## src/stp_pkg.sv

```systemverilog
package stp_pkg;
  localparam int unsigned BlankTicks = 5;
  localparam int unsigned TickRate = 5000;
  localparam int unsigned AccelCap = 32500;
  localparam int unsigned StopEps = 10;

  // TickRate is 8 * 625, so x / TickRate == ((x >> 3) * Recip625) >> RecipShift
  // holds exactly for every 32-bit x.
  localparam logic [31:0] Recip625 = 32'd879609303;
  localparam int unsigned RecipShift = 39;

  localparam logic [2:0] KIND_TICK = 3'd0;
  localparam logic [2:0] KIND_VEL  = 3'd1;
  localparam logic [2:0] KIND_MOVE = 3'd2;
  localparam logic [2:0] KIND_STOP = 3'd3;
  localparam logic [2:0] KIND_POLL = 3'd4;

  localparam logic [2:0] MODE_IDLE   = 3'd0;
  localparam logic [2:0] MODE_VEL    = 3'd1;
  localparam logic [2:0] MODE_ACCEL  = 3'd2;
  localparam logic [2:0] MODE_CRUISE = 3'd3;
  localparam logic [2:0] MODE_DECEL  = 3'd4;

  localparam logic REG_MAX_RATE = 1'b0;
  localparam logic REG_WIDE     = 1'b1;

  typedef struct packed {
    logic [2:0]  kind;
    logic signed [15:0] target_rate;
    logic [15:0] accel_limit;
    logic signed [15:0] step_count;
    logic [31:0] counter_value;
  } in_item_t;

  typedef struct packed {
    logic [14:0] step_rate;
    logic        rate_changed;
    logic        direction;
    logic signed [31:0] position;
    logic signed [15:0] velocity;
    logic        busy_res;
    logic [2:0]  mode;
  } out_item_t;

  typedef struct packed {
    logic start;
    logic [63:0] dividend;
    logic [63:0] divisor;
  } div_req_t;
endpackage

```

## src/stp_if.sv

```systemverilog
interface stp_in_if;
  import stp_pkg::*;
  logic valid;
  logic ready;
  in_item_t data;
  modport source(output valid, output data, input ready);
  modport sink(input valid, input data, output ready);
endinterface

interface stp_out_if;
  import stp_pkg::*;
  logic valid;
  logic ready;
  out_item_t data;
  modport source(output valid, output data, input ready);
  modport sink(input valid, input data, output ready);
endinterface

```

## src/stp_div.sv

```systemverilog
module stp_div (
  input  logic clk,
  input  logic rst,
  input  stp_pkg::div_req_t req,
  output logic busy,
  output logic [63:0] quo
);
  import stp_pkg::*;
  logic [63:0] rem;
  logic [63:0] den;
  logic [6:0]  cnt;
  logic [64:0] trial;

  // Restoring divider, one quotient bit per cycle.
  always_comb begin
    trial = {rem[63:0], quo[63]} - {1'b0, den};
  end

  always_ff @(posedge clk) begin
    if (rst) begin
      busy <= 1'b0;
      cnt <= '0;
    end else if (req.start) begin
      busy <= 1'b1;
      cnt <= 7'd64;
      rem <= '0;
      quo <= req.dividend;
      den <= req.divisor;
    end else if (busy) begin
      if (!trial[64]) begin
        rem <= trial[63:0];
        quo <= {quo[62:0], 1'b1};
      end else begin
        rem <= {rem[62:0], quo[63]};
        quo <= {quo[62:0], 1'b0};
      end
      cnt <= cnt - 7'd1;
      if (cnt == 7'd1) busy <= 1'b0;
    end
  end
endmodule

```

## src/stepper_trapezoid_profile.sv

```systemverilog
// Channel   Dir  Payload
// in_ch     in   kind, target_rate, accel_limit, step_count, counter_value
// out_ch    out  step_rate, rate_changed, direction, position, velocity, busy_res, mode
// cfg       in   cfg_we, cfg_idx, cfg_data (max_rate, counter_is_wide)
// A profile tick runs from its accept to its result beat through S_STEP, S_DIST and S_SQR
// on the shared multiplier (accel/5000 and speed/5000 by reciprocal, then v*v), the
// 64-step serial divider for v*v/2a, then update, rate refresh and the result beat.
// With zero acceleration the divider is skipped. A blanked tick goes straight to the
// result beat, every other kind through S_CMD first. Reset is synchronous; the block takes no item while
// one is in work or while the result beat waits on out_ch.ready.
module stepper_trapezoid_profile (
  input  logic clk,
  input  logic rst,
  stp_in_if.sink    in_ch,
  stp_out_if.source out_ch,
  input  logic        cfg_we,
  input  logic        cfg_idx,
  input  logic [14:0] cfg_data
);
  import stp_pkg::*;

  typedef enum logic [3:0] {
    S_IDLE, S_CMD, S_STEP, S_DIST, S_SQR, S_WAIT_B, S_APPLY, S_RATE, S_OUT
  } state_t;

  state_t state;
  logic [14:0] max_rate;
  logic wide;
  logic [31:0] speed_now, speed_goal, accel_fixed, spd_rev, pos, steps_left, planned, prev;
  logic dir_now, dir_wanted;
  logic [2:0] blank_left, mmode;
  logic [15:0] sent_rate;
  logic changed;
  in_item_t it;
  logic [31:0] step_q, d_q;
  logic [63:0] brake;
  div_req_t dreq;
  logic dbusy;
  logic [63:0] dq;

  stp_div u_div (.clk(clk), .rst(rst), .req(dreq), .busy(dbusy), .quo(dq));

  always_ff @(posedge clk) begin
    if (rst) begin
      max_rate <= 15'h7FFF;
      wide <= 1'b0;
    end else if (cfg_we) begin
      unique case (cfg_idx)
        REG_MAX_RATE: max_rate <= cfg_data;
        REG_WIDE:     wide <= cfg_data[0];
        default: ;
      endcase
    end
  end

  assign in_ch.ready = (state == S_IDLE) && !rst;
  assign out_ch.valid = (state == S_OUT);

  logic [15:0] sp16;
  assign sp16 = speed_now[31:16];
  always_comb begin
    out_ch.data.step_rate = sent_rate[14:0];
    out_ch.data.rate_changed = changed;
    out_ch.data.direction = dir_now;
    out_ch.data.position = pos;
    out_ch.data.velocity = dir_now ? (16'd0 - sp16) : sp16;
    out_ch.data.busy_res = (mmode != MODE_IDLE) || (sp16 != 16'd0);
    out_ch.data.mode = mmode;
  end

  // One multiplier serves both divisions by the tick rate and the v*v product.
  logic [31:0] mul_a, mul_b;
  logic [63:0] mul_p;
  logic [31:0] recip_q;
  always_comb begin
    if (state == S_STEP) begin
      mul_a = {3'd0, accel_fixed[31:3]};
      mul_b = Recip625;
    end else if (state == S_DIST) begin
      mul_a = {3'd0, speed_now[31:3]};
      mul_b = Recip625;
    end else begin
      mul_a = speed_now;
      mul_b = speed_now;
    end
    mul_p = 64'(mul_a) * 64'(mul_b);
    recip_q = 32'(mul_p >> RecipShift);
  end

  // Non-tick items, combinational on the captured beat.
  logic signed [16:0] rate17, mag_v, peak;
  logic signed [16:0] stp17, mag_s;
  logic [31:0] acc_ld;
  logic [31:0] raw;
  logic signed [32:0] delta;
  logic [32:0] absd;
  logic signed [33:0] rleft;
  always_comb begin
    rate17 = 17'(it.target_rate);
    mag_v = rate17[16] ? -rate17 : rate17;
    if (mag_v > $signed({2'b0, max_rate})) mag_v = $signed({2'b0, max_rate});
    peak = (rate17 > $signed({2'b0, max_rate})) ? $signed({2'b0, max_rate}) : rate17;
    stp17 = 17'(it.step_count);
    mag_s = stp17[16] ? -stp17 : stp17;
    acc_ld = (it.accel_limit > 16'(AccelCap)) ? {16'(AccelCap), 16'd0}
                                                : {it.accel_limit, 16'd0};
    raw = it.counter_value - prev;
    delta = 33'($signed(raw));
    if (!wide) begin
      if (delta > 33'sd32767) delta = delta - 33'sd65536;
      else if (delta < -33'sd32767) delta = delta + 33'sd65536;
    end
    absd = delta[32] ? 33'(-delta) : 33'(delta);
    rleft = $signed({2'b0, steps_left}) - $signed({1'b0, absd});
  end

  // Tick arithmetic after the divider results are in.
  logic [32:0] sum;
  logic [31:0] pl_new;
  always_comb begin
    sum = {1'b0, speed_now} + {1'b0, step_q};
    pl_new = (speed_now != 0) ? ((planned > d_q) ? planned - d_q : 32'd0) : planned;
  end

  always_ff @(posedge clk) begin
    if (rst) begin
      state <= S_IDLE;
      dreq.start <= 1'b0;
      speed_now <= '0; speed_goal <= '0; accel_fixed <= '0; spd_rev <= '0;
      dir_now <= 1'b0; dir_wanted <= 1'b0; blank_left <= '0; pos <= '0;
      steps_left <= '0; planned <= '0; prev <= '0; sent_rate <= '0;
      mmode <= MODE_IDLE; changed <= 1'b0;
    end else begin
      dreq.start <= (state == S_SQR) && (accel_fixed != 0);
      unique case (state)
        S_IDLE: if (in_ch.valid) begin
          it <= in_ch.data;
          changed <= 1'b0;
          if (in_ch.data.kind != KIND_TICK) begin
            state <= S_CMD;
          end else if (blank_left != 0) begin
            blank_left <= blank_left - 3'd1;
            state <= S_OUT;
          end else begin
            if (dir_wanted != dir_now && sp16 == 0) begin
              dir_now <= dir_wanted;
              blank_left <= 3'(BlankTicks);
              if (spd_rev != 0) begin
                speed_goal <= spd_rev;
                spd_rev <= '0;
              end
            end
            state <= S_STEP;
          end
        end
        S_CMD: begin
          state <= S_OUT;
          unique case (it.kind)
            KIND_VEL: begin
              accel_fixed <= acc_ld;
              mmode <= MODE_VEL;
              if (rate17[16] != dir_now && sp16 != 0) begin
                // Still moving the other way: ramp to zero first.
                speed_goal <= '0;
                if (mag_v > $signed(17'(StopEps))) begin
                  dir_wanted <= rate17[16];
                  spd_rev <= {mag_v[15:0], 16'd0};
                end else begin
                  spd_rev <= '0;
                end
              end else begin
                speed_goal <= {mag_v[15:0], 16'd0};
                spd_rev <= '0;
                if (rate17[16] != dir_now) begin
                  dir_now <= rate17[16]; dir_wanted <= rate17[16];
                  blank_left <= 3'(BlankTicks);
                end
              end
            end
            KIND_MOVE: if (stp17 != 0) begin
              steps_left <= 32'(mag_s);
              planned <= {mag_s[15:0], 16'd0};
              accel_fixed <= acc_ld;
              mmode <= MODE_ACCEL;
              if (stp17[16] != dir_now && sp16 != 0) begin
                dir_wanted <= stp17[16];
                speed_goal <= '0;
              end else begin
                speed_goal <= {peak[15:0], 16'd0};
                if (stp17[16] != dir_now) begin
                  dir_now <= stp17[16]; dir_wanted <= stp17[16];
                  blank_left <= 3'(BlankTicks);
                end
              end
            end
            KIND_STOP: begin
              speed_goal <= '0; mmode <= MODE_VEL; steps_left <= '0; planned <= '0;
            end
            KIND_POLL: begin
              pos <= dir_now ? pos - delta[31:0] : pos + delta[31:0];
              if (mmode >= MODE_ACCEL && mmode <= MODE_DECEL)
                steps_left <= rleft[33] ? 32'd0 : rleft[31:0];
              prev <= it.counter_value;
            end
            default: ;
          endcase
        end
        S_STEP: begin
          step_q <= recip_q;
          state <= S_DIST;
        end
        S_DIST: begin
          d_q <= recip_q;
          state <= S_SQR;
        end
        S_SQR: begin
          if (accel_fixed != 0) begin
            dreq.dividend <= mul_p;
            dreq.divisor <= {31'd0, accel_fixed, 1'b0};
            state <= S_WAIT_B;
          end else begin
            brake <= '0;
            state <= S_APPLY;
          end
        end
        S_WAIT_B: if (!dreq.start && !dbusy) begin
          brake <= dq;
          state <= S_APPLY;
        end
        S_APPLY: begin
          state <= S_RATE;
          if (mmode == MODE_VEL) begin
            if ($signed({1'b0, speed_now}) < $signed({speed_goal[31], speed_goal})) begin
              if ($signed(sum) > $signed({speed_goal[31], speed_goal})) speed_now <= speed_goal;
              else speed_now <= sum[31:0];
              if (speed_goal == 0 && sum[31:0] == 0) mmode <= MODE_IDLE;
            end else if ($signed({1'b0, speed_now}) > $signed({speed_goal[31], speed_goal})) begin
              if (speed_goal[31] ? (speed_now <= step_q) :
                  ({1'b0, speed_now} <= {1'b0, speed_goal} + {1'b0, step_q})) begin
                speed_now <= speed_goal[31] ? 32'd0 : speed_goal;
                if (speed_goal == 0) mmode <= MODE_IDLE;
              end else speed_now <= speed_now - step_q;
            end else if (speed_goal == 0 && speed_now == 0) mmode <= MODE_IDLE;
          end else if (mmode >= MODE_ACCEL && mmode <= MODE_DECEL) begin
            if (steps_left == 0 || steps_left[31]) begin
              speed_now <= '0; speed_goal <= '0; planned <= '0; mmode <= MODE_IDLE;
            end else begin
              planned <= pl_new;
              if (mmode == MODE_ACCEL) begin
                if (brake >= {32'd0, pl_new}) mmode <= MODE_DECEL;
                else if ($signed({1'b0, speed_now}) >= $signed({speed_goal[31], speed_goal}))
                  mmode <= MODE_CRUISE;
                else if ($signed(sum) > $signed({speed_goal[31], speed_goal}))
                  speed_now <= speed_goal;
                else speed_now <= sum[31:0];
              end else if (mmode == MODE_CRUISE) begin
                if (brake >= {32'd0, pl_new}) mmode <= MODE_DECEL;
              end else begin
                speed_now <= (speed_now > step_q) ? speed_now - step_q : 32'd0;
              end
            end
          end
        end
        S_RATE: begin
          // Refresh the step generator rate from the updated speed.
          if (sp16 != sent_rate) begin
            sent_rate <= sp16;
            changed <= 1'b1;
          end
          state <= S_OUT;
        end
        S_OUT: if (out_ch.ready) state <= S_IDLE;
        default: state <= S_IDLE;
      endcase
    end
  end
endmodule

```

## src/flat_wrapper.sv

```systemverilog
// flat-port wrapper written by rule: the top's interface ports become plain ports
module stepper_trapezoid_profile_flat import stp_pkg::*;
  (clk, rst, cfg_we, cfg_idx, cfg_data, in_ch_valid, in_ch_data, in_ch_ready, out_ch_valid, out_ch_data, out_ch_ready);
  stp_in_if in_ch_i ();
  stp_out_if out_ch_i ();
  input  logic clk;
  input  logic rst;
  input  logic cfg_we;
  input  logic cfg_idx;
  input  logic [14:0] cfg_data;
  input wire logic [$bits(in_ch_i.valid)-1:0] in_ch_valid;
  input wire logic [$bits(in_ch_i.data)-1:0] in_ch_data;
  output wire logic [$bits(in_ch_i.ready)-1:0] in_ch_ready;
  output wire logic [$bits(out_ch_i.valid)-1:0] out_ch_valid;
  output wire logic [$bits(out_ch_i.data)-1:0] out_ch_data;
  input wire logic [$bits(out_ch_i.ready)-1:0] out_ch_ready;
  assign in_ch_i.valid = in_ch_valid;
  assign in_ch_i.data = in_ch_data;
  assign in_ch_ready = in_ch_i.ready;
  assign out_ch_valid = out_ch_i.valid;
  assign out_ch_data = out_ch_i.data;
  assign out_ch_i.ready = out_ch_ready;
  stepper_trapezoid_profile u_core (.clk(clk), .rst(rst), .in_ch(in_ch_i), .out_ch(out_ch_i), .cfg_we(cfg_we), .cfg_idx(cfg_idx), .cfg_data(cfg_data));
endmodule
```

## config.mk

```make
export PLATFORM = sky130hd
export DESIGN_NAME = stepper_trapezoid_profile_flat
export DESIGN_NICKNAME = d
export VERILOG_FILES = /design/src/stp_pkg.sv /design/src/stp_if.sv /design/src/stp_div.sv /design/src/stepper_trapezoid_profile.sv /design/src/flat_wrapper.sv
export SDC_FILE = /design/constraint.sdc
export NUM_CORES = 2
export LEC_CHECK = 0
export BUFFER_PORTS_ARGS = -buffer_cell sky130_fd_sc_hd__buf_4
export CORE_AREA = 2 2 302 453
export DETAILED_ROUTE_END_ITERATION = 12
export DIE_AREA = 0 0 304 455
export PLACE_DENSITY = 0.87
export SYNTH_ARGS = -nofsm -noshare
export SYNTH_HDL_FRONTEND = slang
export SYNTH_HIERARCHICAL = 1
export SYNTH_SLANG_ARGS = --single-unit
```

## constraint.sdc

```tcl
create_clock -name clk -period 12.8 [get_ports clk]
set_input_delay 0.64 -clock clk [delete_from_list [all_inputs] [get_ports clk]]
set_output_delay 0.64 -clock clk [all_outputs]
set_load 0.02 [all_outputs]
```

==> results.ini <==
[status]
status = completed

[route]
num_vias = 68700
ant_nets = 0
drt-initial-drc-count = 7148
drcViolationCount = 0
wire_per_inst_um = 26.8
viasPerCell = 6.40
wl_mm = 288
first_pass_iters = 11

[critical_path]
critical_path_class = register to register
cp-end-kind = register
crit_fanout = 18
crit_required_ns = 13.29
slowest_stage = o221ai_1
start_kind = register
slowest_delay_ns = 1.00
crit_top_cell = fa_1
arrival_ns = 12.31

[logic_synthesis]
ys_seq_area_share_pct = 24.2
syn_area_sq_um = 80000
synth.distinct_cells = 115
yosysWarnings = 6
syn_inst = 8893
yosysTopAreaCell = fa_1
ys.flop_type = edfxtp_1
synth_top_area_share_pct = 22.6
ys_ff_latch = 731
avgSynthCellArea_sq_um = 8.99
ys_top_cells_by_area = fa_1 (23%), edfxtp_1 (18%), ha_1 (9.7%), dfxtp_1 (6.6%), inv_1 (6.1%)
synth_edf_count = 469
synth-async-reset-ratio_pct = 0

[layout]
final_nets = 10500
final_common_cell = inv_1
layout-drive-gt1-share_pct = 7.23
area_growth_pct = 7.24
most-common-layout-cells = inv_1 (1,301), nand2_1 (1,157), fa_1 (903)

[cts]
post-cts-setup-buffer-count = 0
htreeDepth = 3
root_buffer = clkbuf_16
cts.sinks = 731
ctsHoldBuffers = 0
clkLatencyLatePin_ns = 0.69
clockBufferDepth = 3
path_clk_slew_ns = 0.07
numCtsBuffers = 69
cts_tree = built
cts_resized = 0

[place]
dpl.hpwl_mm = 217
place.port_buffers = 174
dpl_worst_slack_ns = 1.40
gp_congestion = 1.07

[grt]
grt-ovfl-total = 0
grt_pass1_wl_mm = 430
track_usage_pct = 41.8
antenna_found_initial = 25
grt_pass1_vias = 71800
grt_max_degree = 84

[run]
drv_cap = 0

[die]
rows = 165
coreArea_sq_um = 134000
die_h_um = 455
die-area_sq_um = 138000
ios = 175
start_util_pct = 59.5
die_width_um = 304

[power]
ir_drop_uv = 98.6
p_per_area_nw_per_um2 = 71.0
cellLeakagePower_nw = 38.8

[hold_path]
hp-class = primary input to register

[timing]
finalCritPeriodShare_pct = 92.4
tightest_slew_ns = 1.41
fin_setup_tns_ns = 0
fmax_mhz = 84.6
final-setup-viol-count = 0
slew_headroom_pct = 5.64
fin_worst_skew_ns = 0.0241
fin_ws_ns = 0.976
hold_violations = 0
period_minus_slack_ns = 11.82
rsz0062_at_grt = no
drv_slew = 0

==> state kept, by name, indices dropped and copies added, names as in the netlist, 3 cells and up <==
register / cells
u_core/brake: 64
u_core/state: 4
u_core/it: 83
u_core/u_div/rem: 64
u_core/sent_rate: 16
u_core/accel_fixed: 16
u_core/speed_now: 32
u_core/step_q: 25
u_core/u_div/cnt: 7
u_core/steps_left: 32
u_core/speed_goal: 16
u_core/u_div/quo: 64
u_core/blank_left: 3
u_core/max_rate: 15
u_core/planned: 32
u_core/d_q: 25
u_core/dreq: 81
u_core/mmode: 3
u_core/spd_rev: 16
u_core/prev: 32
u_core/u_div/den: 64
u_core/pos: 32
==> power by group <==
part / total, mW / internal, mW / switching (mW)
Sequential: 2.61 / 2.54 / 0.0674
Clock: 2.24 / 1.26 / 0.980
Combinational: 1.24 / 0.415 / 0.821
Total: 6.09 / 4.22 / 1.87
==> per-stage QoR <==
step           std cells  hold slack [ns]  utilization (%)  cell area, sq um  total power, mW
6_report           10700            0.121             63.8             85800             6.09
5_1_grt            10700            0.115             63.8             85800             6.26
4_1_cts            10700           0.0910             63.8             85700             6.06
3_5_place_dp       10600            0.405             62.0             83300             3.83
3_3_place_gp       10600            0.402             62.0             83300             3.80
2_1_floorplan       8940            0.400                -             80200             3.43
==> path summary, 6_finish.rpt <==
kind,from,slack (ns),end,cells after the start
max,u_core/state[1],0.98,u_core/dreq[126],35
min reg2reg,u_core/dreq[22],0.41,u_core/u_div/den[22],0
min,in_ch_data[46],0.12,u_core/it[46],1
max reg2reg,u_core/state[1],0.98,u_core/dreq[126],35
==> synthesized netlist by cell type, types with 54 or more instances <==
library cell	instances
nor4_1	76
xnor2_1	300
mux2_2	66
inv_1	1302
edfxtp_1	469
nor2_1	732
and3_1	97
nor2b_1	54
nand4_1	81
dfxtp_1	262
nand3_1	113
and2_1	112
o21bai_1	59
a21oi_1	465
nand2_1	1157
mux2i_1	95
xor2_1	102
o21ai_0	229
clkbuf_1	366
o21a_1	65
nand2b_1	71
a211oi_1	54
a21o_1	141
ha_1	622
nor3_1	175
fa_1	903
==> kinds of logic (layout without fill, tap and decap cells) <==
kind of cell             Yosys count  count (layout)  synth area share, %
multiplexers                     162             162                 2.13
flip-flops                       731             731                 24.2
AO/OA/AOI/OAI                   1485            1485                 12.4
buffers and inverters           1748            1781                 8.41
AND/OR/NAND/NOR                 2838            2838                 16.1
XOR/XNOR                         403             403                 4.44
other                              1              57              0.00469
adder cells (fa/ha/maj)         1525            1525                 32.3
==> per-layer routing <==
layer  share of wire (%)  wire (um)  vias up  global-route usage [%]
met1                  31      89000    33200                    42.1
met5               0.055        157        -                       0
li1                    -          -    29500                       -
met4                  12      34700       24                    40.9
met2                  46     133000     4249                    69.2
met3                  11      30800     1733                    12.2
==> worst max-delay path: cells and delay by family (launching register included) <==
family          cells  cell delay, ns
flops               1            0.57
compound gates     10            3.24
xor+xnor            1            0.24
buf+inv             7            0.98
fa+ha+maj           9            4.14
simple gates        8            2.45
==> layout make-up <==
| class | count | area (sq um) |
|---|---|---|
| multi-input combinational | 6461 | 54300 |
| fill | 10800 | 48600 |
| sequential | 731 | 19300 |
| inverter | 1313 | 4930 |
| timing repair buffer | 342 | 2570 |
| tap | 1753 | 2190 |
| clock buffer | 82 | 1870 |
| clock inverter | 44 | 549 |
| antenna | 9 | 22.5 |
(Power assumes the default switching activity.)
